$ cat config.mk
export PLATFORM = sky130hd
export DESIGN_NAME = clock_date_setting_sequencer
export DESIGN_NICKNAME = d
export VERILOG_FILES = /design/src/hw/rtl/cdss_pkg.sv /design/src/hw/rtl/cdss_mod100.sv /design/src/hw/rtl/clock_date_setting_sequencer.sv
export SDC_FILE = /design/constraint.sdc
export NUM_CORES = 1
export LEC_CHECK = 0
export BUFFER_PORTS_ARGS = -buffer_cell sky130_fd_sc_hd__buf_2
export CAP_MARGIN = 20
export CORE_MARGIN = 10
export CORE_UTILIZATION = 40
export CTS_CLUSTER_SIZE = 12
export DETAILED_ROUTE_END_ITERATION = 7
export PLACE_DENSITY = 0.6
export SYNTH_ARGS = -nofsm -noshare
export SYNTH_HDL_FRONTEND = slang
export SYNTH_HIERARCHICAL = 1
export SYNTH_SLANG_ARGS = --single-unit
$ cat constraint.sdc
create_clock -name clk -period 9.75 [get_ports clk]
set_clock_uncertainty 0.15 [all_clocks]
set_input_delay 1.4625 -clock clk [delete_from_list [all_inputs] [get_ports clk]]
set_output_delay 1.4625 -clock clk [all_outputs]
set_load 0.03 [all_outputs]
$ cat src/hw/rtl/cdss_pkg.sv
// Shared types, constants and the month length table for the clock setting sequencer.
package cdss_pkg;

  // Button events carried by one input item.
  typedef enum logic [1:0] {
    OP_START    = 2'd0,
    OP_CANCEL   = 2'd1,
    OP_INCREASE = 2'd2,
    OP_NEXT     = 2'd3
  } op_t;

  // Field currently being edited.
  typedef enum logic [2:0] {
    STG_YEAR   = 3'd0,
    STG_MONTH  = 3'd1,
    STG_DAY    = 3'd2,
    STG_HOUR   = 3'd3,
    STG_MINUTE = 3'd4
  } stage_t;

  localparam int unsigned CUR_YEAR_W = 14;
  localparam int unsigned YEAR_W     = 7;
  localparam int unsigned MONTH_W    = 4;
  localparam int unsigned DAY_W      = 5;
  localparam int unsigned HOUR_W     = 5;
  localparam int unsigned MINUTE_W   = 6;
  localparam int unsigned FULL_YEAR_W = 12;

  localparam logic [YEAR_W-1:0]      YEAR_MAX    = 7'd99;
  localparam logic [YEAR_W:0]        YEAR_MOD    = 8'd100;
  localparam logic [MONTH_W-1:0]     MONTH_MAX   = 4'd12;
  localparam logic [HOUR_W-1:0]      HOUR_MAX    = 5'd23;
  localparam logic [MINUTE_W-1:0]    MINUTE_MAX  = 6'd59;
  localparam logic [FULL_YEAR_W-1:0] YEAR_BASE   = 12'd2000;

  // Reciprocal of 100 scaled by 2^19, rounded down so the quotient
  // estimate is never too large.
  localparam int unsigned        MOD100_SHIFT = 19;
  localparam logic [12:0]        MOD100_RECIP = 13'd5242;

  // Days in a month; leap years are those with the two-digit year divisible
  // by four. A month code outside 1..12 is given 31 days.
  function automatic logic [DAY_W-1:0] month_days(input logic [MONTH_W-1:0] month,
                                                  input logic [YEAR_W-1:0]  year);
    logic [DAY_W-1:0] len;
    begin
      unique case (month)
        4'd2:    len = (year[1:0] == 2'd0) ? 5'd29 : 5'd28;
        4'd4,
        4'd6,
        4'd9,
        4'd11:   len = 5'd30;
        default: len = 5'd31;
      endcase
      return len;
    end
  endfunction

endpackage

$ cat src/hw/rtl/cdss_mod100.sv
// Reduces a 14-bit calendar year to its last two decimal digits.
module cdss_mod100 (
  input  logic [cdss_pkg::CUR_YEAR_W-1:0] year_in,
  output logic [cdss_pkg::YEAR_W-1:0]     year_out
);
  import cdss_pkg::*;

  logic [CUR_YEAR_W+12:0] prod;
  logic [7:0]             quot;
  logic [CUR_YEAR_W:0]    quot_x100;
  logic [CUR_YEAR_W:0]    rem_raw;
  logic [7:0]             rem_fix;

  // The quotient estimate is exact or one short, so the raw remainder
  // lies below 200 and one conditional subtract finishes the job.
  always_comb begin
    prod      = year_in * MOD100_RECIP;
    quot      = prod[MOD100_SHIFT+7:MOD100_SHIFT];
    quot_x100 = {1'b0, quot, 6'd0} + {2'b0, quot, 5'd0} + {5'b0, quot, 2'd0};
    rem_raw   = {1'b0, year_in} - quot_x100;
    rem_fix   = (rem_raw[7:0] >= YEAR_MOD) ? (rem_raw[7:0] - YEAR_MOD) : rem_raw[7:0];
    year_out  = rem_fix[YEAR_W-1:0];
  end

endmodule

$ cat src/hw/rtl/clock_date_setting_sequencer.sv
// Top level of the clock date and time setting sequencer.
//
//   Channel  Ports                       Direction  Item
//   input    in_valid / in_stall         in         one button event plus current date/time
//   result   out_valid / out_stall       out        edit state after the event, commit flag
//
// The current year is reduced to two digits on its way into the input register.
// An accepted item is held in the input register and then updates the edit
// registers, which drive the result ports directly. A new item can be accepted
// in every cycle while in_stall is low. Reset puts the machine in normal mode at
// the year stage with the date 00-01-01 00:00 and empties both stages. A stall on
// the result side holds the result and the edit registers; the input register can
// still take one more item, after which in_stall rises.
module clock_date_setting_sequencer (
  input  logic                               clk,
  input  logic                               rst_n,

  input  logic                               in_valid,
  output logic                               in_stall,
  input  logic [1:0]                         in_op,
  input  logic [cdss_pkg::CUR_YEAR_W-1:0]    in_cur_year,
  input  logic [cdss_pkg::MONTH_W-1:0]       in_cur_month,
  input  logic [cdss_pkg::DAY_W-1:0]         in_cur_day,
  input  logic [cdss_pkg::HOUR_W-1:0]        in_cur_hour,
  input  logic [cdss_pkg::MINUTE_W-1:0]      in_cur_minute,

  output logic                               out_valid,
  input  logic                               out_stall,
  output logic                               out_setup_active,
  output logic [2:0]                         out_stage,
  output logic [cdss_pkg::YEAR_W-1:0]        out_edit_year,
  output logic [cdss_pkg::MONTH_W-1:0]       out_edit_month,
  output logic [cdss_pkg::DAY_W-1:0]         out_edit_day,
  output logic [cdss_pkg::HOUR_W-1:0]        out_edit_hour,
  output logic [cdss_pkg::MINUTE_W-1:0]      out_edit_minute,
  output logic                               out_committed,
  output logic [cdss_pkg::FULL_YEAR_W-1:0]   out_full_year
);
  import cdss_pkg::*;

  // Input register stage.
  logic                  s1_valid_r;
  op_t                   s1_op_r;
  logic [YEAR_W-1:0]     s1_year_r;
  logic [MONTH_W-1:0]    s1_month_r;
  logic [DAY_W-1:0]      s1_day_r;
  logic [HOUR_W-1:0]     s1_hour_r;
  logic [MINUTE_W-1:0]   s1_minute_r;
  logic [YEAR_W-1:0]     in_year_2d;

  // Edit state; these registers also form the visible result.
  logic                  setup_r,  setup_nxt;
  stage_t                stage_r,  stage_nxt;
  logic [YEAR_W-1:0]     year_r,   year_nxt;
  logic [MONTH_W-1:0]    month_r,  month_nxt;
  logic [DAY_W-1:0]      day_r,    day_nxt;
  logic [HOUR_W-1:0]     hour_r,   hour_nxt;
  logic [MINUTE_W-1:0]   minute_r, minute_nxt;
  logic                  commit_nxt;

  logic                  out_valid_r;
  logic                  out_committed_r;
  logic [FULL_YEAR_W-1:0] out_full_year_r;

  logic                  s1_load;
  logic                  s2_move;
  logic [DAY_W:0]        day_plus1;

  // The second stage moves when it holds an item and the result register is
  // empty or being taken in this cycle.
  assign s2_move  = s1_valid_r && (!out_valid_r || !out_stall);
  assign in_stall = s1_valid_r && out_valid_r && out_stall;
  assign s1_load  = in_valid && !in_stall;

  cdss_mod100 u_mod100 (
    .year_in  (in_cur_year),
    .year_out (in_year_2d)
  );

  always_ff @(posedge clk) begin
    if (!rst_n) begin
      s1_valid_r <= 1'b0;
    end else if (s1_load) begin
      s1_valid_r <= 1'b1;
    end else if (s2_move) begin
      s1_valid_r <= 1'b0;
    end
  end

  always_ff @(posedge clk) begin
    if (s1_load) begin
      s1_op_r     <= op_t'(in_op);
      s1_year_r   <= in_year_2d;
      s1_month_r  <= in_cur_month;
      s1_day_r    <= in_cur_day;
      s1_hour_r   <= in_cur_hour;
      s1_minute_r <= in_cur_minute;
    end
  end

  // Apply one button event to the edit state.
  always_comb begin
    setup_nxt  = setup_r;
    stage_nxt  = stage_r;
    year_nxt   = year_r;
    month_nxt  = month_r;
    day_nxt    = day_r;
    hour_nxt   = hour_r;
    minute_nxt = minute_r;
    commit_nxt = 1'b0;
    day_plus1  = {1'b0, day_r} + {{DAY_W{1'b0}}, 1'b1};

    unique case (s1_op_r)
      OP_START: begin
        year_nxt   = s1_year_r;
        month_nxt  = s1_month_r;
        day_nxt    = s1_day_r;
        hour_nxt   = s1_hour_r;
        minute_nxt = s1_minute_r;
        setup_nxt  = 1'b1;
        stage_nxt  = STG_YEAR;
      end
      OP_CANCEL: begin
        setup_nxt = 1'b0;
      end
      OP_INCREASE: begin
        // Each field wraps within its own range.
        unique case (stage_r)
          STG_YEAR: begin
            year_nxt = (year_r >= YEAR_MAX) ? '0 : year_r + 7'd1;
          end
          STG_MONTH: begin
            month_nxt = (month_r >= MONTH_MAX) ? 4'd1 : month_r + 4'd1;
          end
          STG_DAY: begin
            day_nxt = (day_plus1 > {1'b0, month_days(month_r, year_r)}) ? 5'd1
                                                                        : day_plus1[DAY_W-1:0];
          end
          STG_HOUR: begin
            hour_nxt = (hour_r >= HOUR_MAX) ? '0 : hour_r + 5'd1;
          end
          STG_MINUTE: begin
            minute_nxt = (minute_r >= MINUTE_MAX) ? '0 : minute_r + 6'd1;
          end
          default: ;
        endcase
      end
      OP_NEXT: begin
        // Advancing past the minute stage commits and returns to normal
        // mode; the stage stays at minute.
        unique case (stage_r)
          STG_YEAR:   stage_nxt = STG_MONTH;
          STG_MONTH:  stage_nxt = STG_DAY;
          STG_DAY:    stage_nxt = STG_HOUR;
          STG_HOUR:   stage_nxt = STG_MINUTE;
          STG_MINUTE: begin
            setup_nxt  = 1'b0;
            commit_nxt = 1'b1;
          end
          default: ;
        endcase
      end
      default: ;
    endcase
  end

  always_ff @(posedge clk) begin
    if (!rst_n) begin
      setup_r  <= 1'b0;
      stage_r  <= STG_YEAR;
      year_r   <= '0;
      month_r  <= 4'd1;
      day_r    <= 5'd1;
      hour_r   <= '0;
      minute_r <= '0;
    end else if (s2_move) begin
      setup_r  <= setup_nxt;
      stage_r  <= stage_nxt;
      year_r   <= year_nxt;
      month_r  <= month_nxt;
      day_r    <= day_nxt;
      hour_r   <= hour_nxt;
      minute_r <= minute_nxt;
    end
  end

  always_ff @(posedge clk) begin
    if (!rst_n) begin
      out_valid_r <= 1'b0;
    end else if (s2_move) begin
      out_valid_r <= 1'b1;
    end else if (!out_stall) begin
      out_valid_r <= 1'b0;
    end
  end

  // The full year reads zero unless this item committed.
  always_ff @(posedge clk) begin
    if (s2_move) begin
      out_committed_r <= commit_nxt;
      out_full_year_r <= commit_nxt ? (YEAR_BASE + {{(FULL_YEAR_W-YEAR_W){1'b0}}, year_nxt})
                                    : '0;
    end
  end

  assign out_valid        = out_valid_r;
  assign out_setup_active = setup_r;
  assign out_stage        = stage_r;
  assign out_edit_year    = year_r;
  assign out_edit_month   = month_r;
  assign out_edit_day     = day_r;
  assign out_edit_hour    = hour_r;
  assign out_edit_minute  = minute_r;
  assign out_committed    = out_committed_r;
  assign out_full_year    = out_full_year_r;

endmodule

### Word-level counts from Yosys, hierarchy flattened

Index checks and enable logic that the tools add are counted.

* bits in registers: 75
* input bits: 40
* output and inout bits: 46
* word-level logic and storage cells: 105

* $add $sub $neg: 10
* multipliers: 1
* $lt $le $gt $ge: 6
* equal/unequal tests: 19
* muxes and demuxes: 30
* reductions and logical operators: 22

Operator list (number)
* 2-to-1 mux 5 bit: 6
* multiplier 14 x 12 -> 24 bit, second input constant: 1
* 2-to-1 mux 7 bit: 3
* one-hot mux 5 bit (2 select lines): 2
* AND reduction 3 bit: 6
* adder 8 bit: 2
* one-hot mux 7 bit (2 select lines): 1
* adder 11 x 7 -> 12 bit, first input constant: 1
* 2-to-1 mux 6 bit: 2
* one-hot mux 3 bit (4 select lines): 1
* one-hot mux 6 bit (2 select lines): 1
* inequality test 2 bit, second input constant: 5
* == test 4 x 3 -> 1 bit, second input constant: 2
* == test 4 bit, second input constant: 2
* >= comparator 8 x 7 -> 1 bit, second input constant: 1
* 2-to-1 mux 1 bit: 8
* 2-to-1 mux 4 bit: 2
* one-hot mux 4 bit (2 select lines): 1
* subtractor 8 bit: 1
* adder 7 x 1 -> 7 bit, second input constant: 1
* >= comparator 7 bit, second input constant: 1
* subtractor 7 bit, second input constant: 1
* adder 5 x 1 -> 6 bit, second input constant: 1
* adder 6 x 1 -> 6 bit, second input constant: 1
* 25 further kinds: 35

### Depth between registers and ports, before layout

* depth after elaboration: 9
* mapped depth: 32
* depth with buffers taken out: 32

### By module

Netlist, hierarchy kept.

By module, submodules not included
* clock_date_setting_sequencer: times used 1, cells an instance 356, area each 3525.9 sq um, seq. area each 1861.8 sq um
* cdss_mod100: times used 1, cells an instance 349, area each 3318.2 sq um, seq. area each 0.0 sq um

### Least setup slack after synthesis

Ideal clock, no wire load.

* path type: input port to flip-flop
* start: input in_cur_year[10] (netlist bit)
* end: register s1_year_r[5] (data pin)
* library setup time: 0.255 ns
* arrival: 7.742 ns
* required time: 9.345 ns
* setup slack: 1.604 ns
* stages on the path: 28
* buffers on the path: 0
* path through: fa_1 > ha_1 > fa_1 > fa_1 > inv_1 > fa_1 > inv_1 > ha_1 > o21ai_1 > or2b_2 > a41oi_1 > a21oi_2 > a21oi_1 > nor2b_1 > nor2_1 > xor2_1 > fa_1 > inv_1 > fa_1 > inv_1 > ha_1 > a21oi_1 > o21ai_0 > xnor2_1 > xnor2_1 > xnor2_2 > nor2_1 > o21ba_1

* word-level cells in the longest chain between the ends: 6
* elaborated cells on any way between the ends: 7
* those cells by class: add/sub: 4; mul: 1; order compare: 1; mux: 1

RTL lines
* start, declared: RTL line clock_date_setting_sequencer.sv:21 `input logic [cdss_pkg::CUR_YEAR_W-1:0] in_cur_year,`
* multiplier 14 x 12 -> 24 bit *: RTL line cdss_mod100.sv:17 `prod = year_in * MOD100_RECIP;`
* adder 8 bit: RTL line cdss_mod100.sv:19 `quot_x100 = {1'b0, quot, 6'd0} + {2'b0, quot, 5'd0} + {5'b0, quot, 2'd0};`
* adder 8 bit *: RTL line cdss_mod100.sv:19
* subtractor 8 bit *: RTL line cdss_mod100.sv:20 `rem_raw = {1'b0, year_in} - quot_x100;`
* subtractor 7 bit / >= comparator 8 x 7 -> 1 bit (equally long branches): RTL line cdss_mod100.sv:21 `rem_fix = (rem_raw[7:0] >= YEAR_MOD) ? (rem_raw[7:0] - YEAR_MOD) : rem_raw[7:0];`
* 2-to-1 mux 7 bit *: RTL line cdss_mod100.sv:21
* named net in_year_2d[5]: RTL line clock_date_setting_sequencer.sv:49 `logic [YEAR_W-1:0] in_year_2d;`
* end signal, assigned: RTL line clock_date_setting_sequencer.sv:93 `s1_year_r <= in_year_2d;`
* end, declared: RTL line clock_date_setting_sequencer.sv:44 `logic [YEAR_W-1:0] s1_year_r;`

Mark *: on every way through the listed nets, which the timed path passes. The rest lies on a longest branch.
A chain may end at the register's enable or synchronous reset.

### Worst setup path in the final report

* start: input in_cur_year[8] (netlist bit)
* end: register s1_year_r[5] (data pin)

Same word-level chain as after synthesis.

==> summary.md <==
| Metric | Value |
|---|---|
| Status | finished, final reports clean |
| Final Hold Fails | 0 |
| Clk root buf | clkbuf_16 |
| DR iter-0 viols | between 200 and 300 |
| First-pass GRT wire length | 25.7 mm |
| Vias in the first global route | between 5,000 and 6,000 |
| Drt first pass iters | 4 |
| Worst Setup Start Kind | input port |
| Final setup viols | 0 |
| Drt wl/cell | 15.0 microns |
| Slew headroom | 0.392 |
| Cell taking the most area after synthesis | ha_1 |
| Final core occ | 0.464 |
| Worst setup EP type | flip-flop |
| Worst-path clk slew | 60 ps |
| Top Layer Used | met4 |
| Slowest-stage cell, CP | fa_1 |
| Synth Warn # | 6 |
| TritonCTS clock tree | built |
| Grt ovf | 0 |
| Cell Rows | between 40 and 50 |
| Req. time, crit path | a little under 10,000 ps |
| DP Worst Slack | roughly 1100 ps |
| Routed length on met3 | approximately 650 microns |
| Max incr delay on CP | around 540 ps |
| Die W | about 150 microns |
| Worst setup path category | input port to flip-flop |
| Worst setup slack after layout | ~1500 ps |
| Routability cong. | between 0.8 and 0.9 |
| # DRC | 0 |
| Final Cycle Share | 0.849 |
| Starting Density | 0.410 |
| Dominant synthesized flop cell | edfxtp_1 |
| Height of the die | 151 microns |
| Synth Net Count | between 900 and 1,000 |
| Tot GR Track Use | 0.139 |
| Via Count | just over 5,000 |
| DP Wirelength | approximately 12 mm |
| # diodes | 0 |
| IO Port Bufs | between 80 and 90 |
| Clock Tree Buf Depth | 2 |
| IO Count | between 80 and 90 |
| Yosys top cell area share | 0.196 |
| Core Region | 0.0167 sq mm |
| Layout Cells excl Fill | between 1,000 and 1,500 |
| Post-Syn Area | 0.00684 sq mm |
| Clock latency on the worst-skew pair | approximately 330 ps |
| Post-synth top cells | inv_1, ha_1, fa_1 |
| Vias per inst | 5.03 |
| Number of distinct library cells after synthesis | roughly 70 |
| Post-synth ARST share | 0 |
| Worst Max-Slew Pin Slew | 910 ps |
| Largest net degree at the start of global routing | 36 |
| Number of gates resized after CTS | 0 |
| DRT Wirelength | 15.1 mm |
| Area grow syn2layout | 13.2% |
| Tmin final | 8280 ps |
| Routed Antenna Nets | 0 |
| Synthesized area per cell | between 9 and 10 sq um |
| Final net count | 983 |
| Die area | approximately 0.023 sq mm |
| Most common cell in the netlist | inv_1 |
| Initial antenna violation count | 0 |
| Htree depth | 3 |
| F_max | about 120 MHz |
| Final Max Slew Viols | 0 |
| Met1 Routed Length | just over 7 mm |
| CTS Sinks | 73 |
| EDFF count, synth | 40 |
| Worst EP arrival | between 8000 and 9000 ps |
| Post-CTS setup buffer count | 0 |
| Fraction of layout cells with a size suffix above 1 | 0.155 |
| Setup TNS Final | 0 ps |
| CTS buffer count | 9 |
| Sequential-to-total area share from yosys stat | 0.272 |
| Hold_buf cts | 0 |
| Largest cells by area after synthesis | ha_1, edfxtp_1, fa_1 |
| Flop and latch count out of synthesis | 73 |
| Placed cells | slightly below 1,000 |
| Min-delay worst type | flip-flop to flip-flop |
| CP Max Fanout | 6 |
| Mapped Cells | between 700 and 800 |
| Max_cap viols | 0 |
| WL met2 | 7.16 mm |
| Unrepaired setup endpoints after global routing | false |
| Reg2Reg Setup Slack | just under 7000 ps |
==> sequential cells by signal, indices dropped and copies added (netlist names), 6 cells and up <==
name,count
out_full_year,10
out_edit_year,7
out_edit_minute,6
s1_minute_r,6
s1_year_r,7
==> metal layers <==
| layer | vias up | global-route usage |
|---|---|---|
| met1 | 2418 | 0.191 |
| met5 | - | 0 |
| li1 | 2546 | - |
| met2 | 98 | 0.221 |
| met3 | 10 | 0.0271 |
| met4 | 0 | 0.0346 |
==> layout by cell type (no fill, tap or decap), types with 16 or more instances in the layout <==
cell type	n
nand2_1	52
o21ai_0	35
edfxtp_1	40
nand3_1	19
dfxtp_1	33
ha_1	107
buf_2	85
xnor2_1	16
fa_1	53
nor2_1	28
inv_1	122
a21oi_1	34
==> final timing paths <==
| check | start | endpoint | depth (start not counted) |
|---|---|---|---|
| worst max-delay path | in_cur_year[8] | s1_year_r[5] | 31 |
| worst min-delay path | s1_valid_r | out_valid | 2 |
| worst max register to register | s1_op_r[1] | out_full_year[6] | 6 |
| worst min register to register | s1_valid_r | out_valid | 2 |
==> worst max-delay path: cells and delay by family <==
family	cells	cell delay, ps
buffers and inverters	7	440
and+or+nand+nor	4	410
adders and majority gates	9	3930
AOI/OAI and AO/OA	7	1250
xor gates and xnor gates	4	700
==> metrics by stage <==
step	cell area [sq um]	hold WS, ps
after floorplan	6840	322
after global placement	7470	342
after detailed placement	7470	366
after CTS	7750	364
after global routing	7750	434
final	7750	364
==> final cells by class <==
cell class / count / area, sq um
clock buffer: 13 / 260
clock inverter: 3 / 16.3
fill: 1638 / 8950
inverter: 123 / 462
multi-input combinational: 489 / 4430
sequential: 73 / 1860
tap: 220 / 275
timing repair buffer: 87 / 440
==> cells by family after synthesis <==
| family | synth area share |
|---|---|
| muxes | 0.00146 |
| and+or+nand+nor | 0.111 |
| adders and majority gates | 0.351 |
| AOI/OAI and AO/OA | 0.145 |
| buffers and inverters | 0.0810 |
| xor gates and xnor gates | 0.0391 |
| DFF | 0.272 |
Power is left out: the tool's default activity adds up to more than one toggle a clock period on the data nets, which glitch-free logic cannot reach.
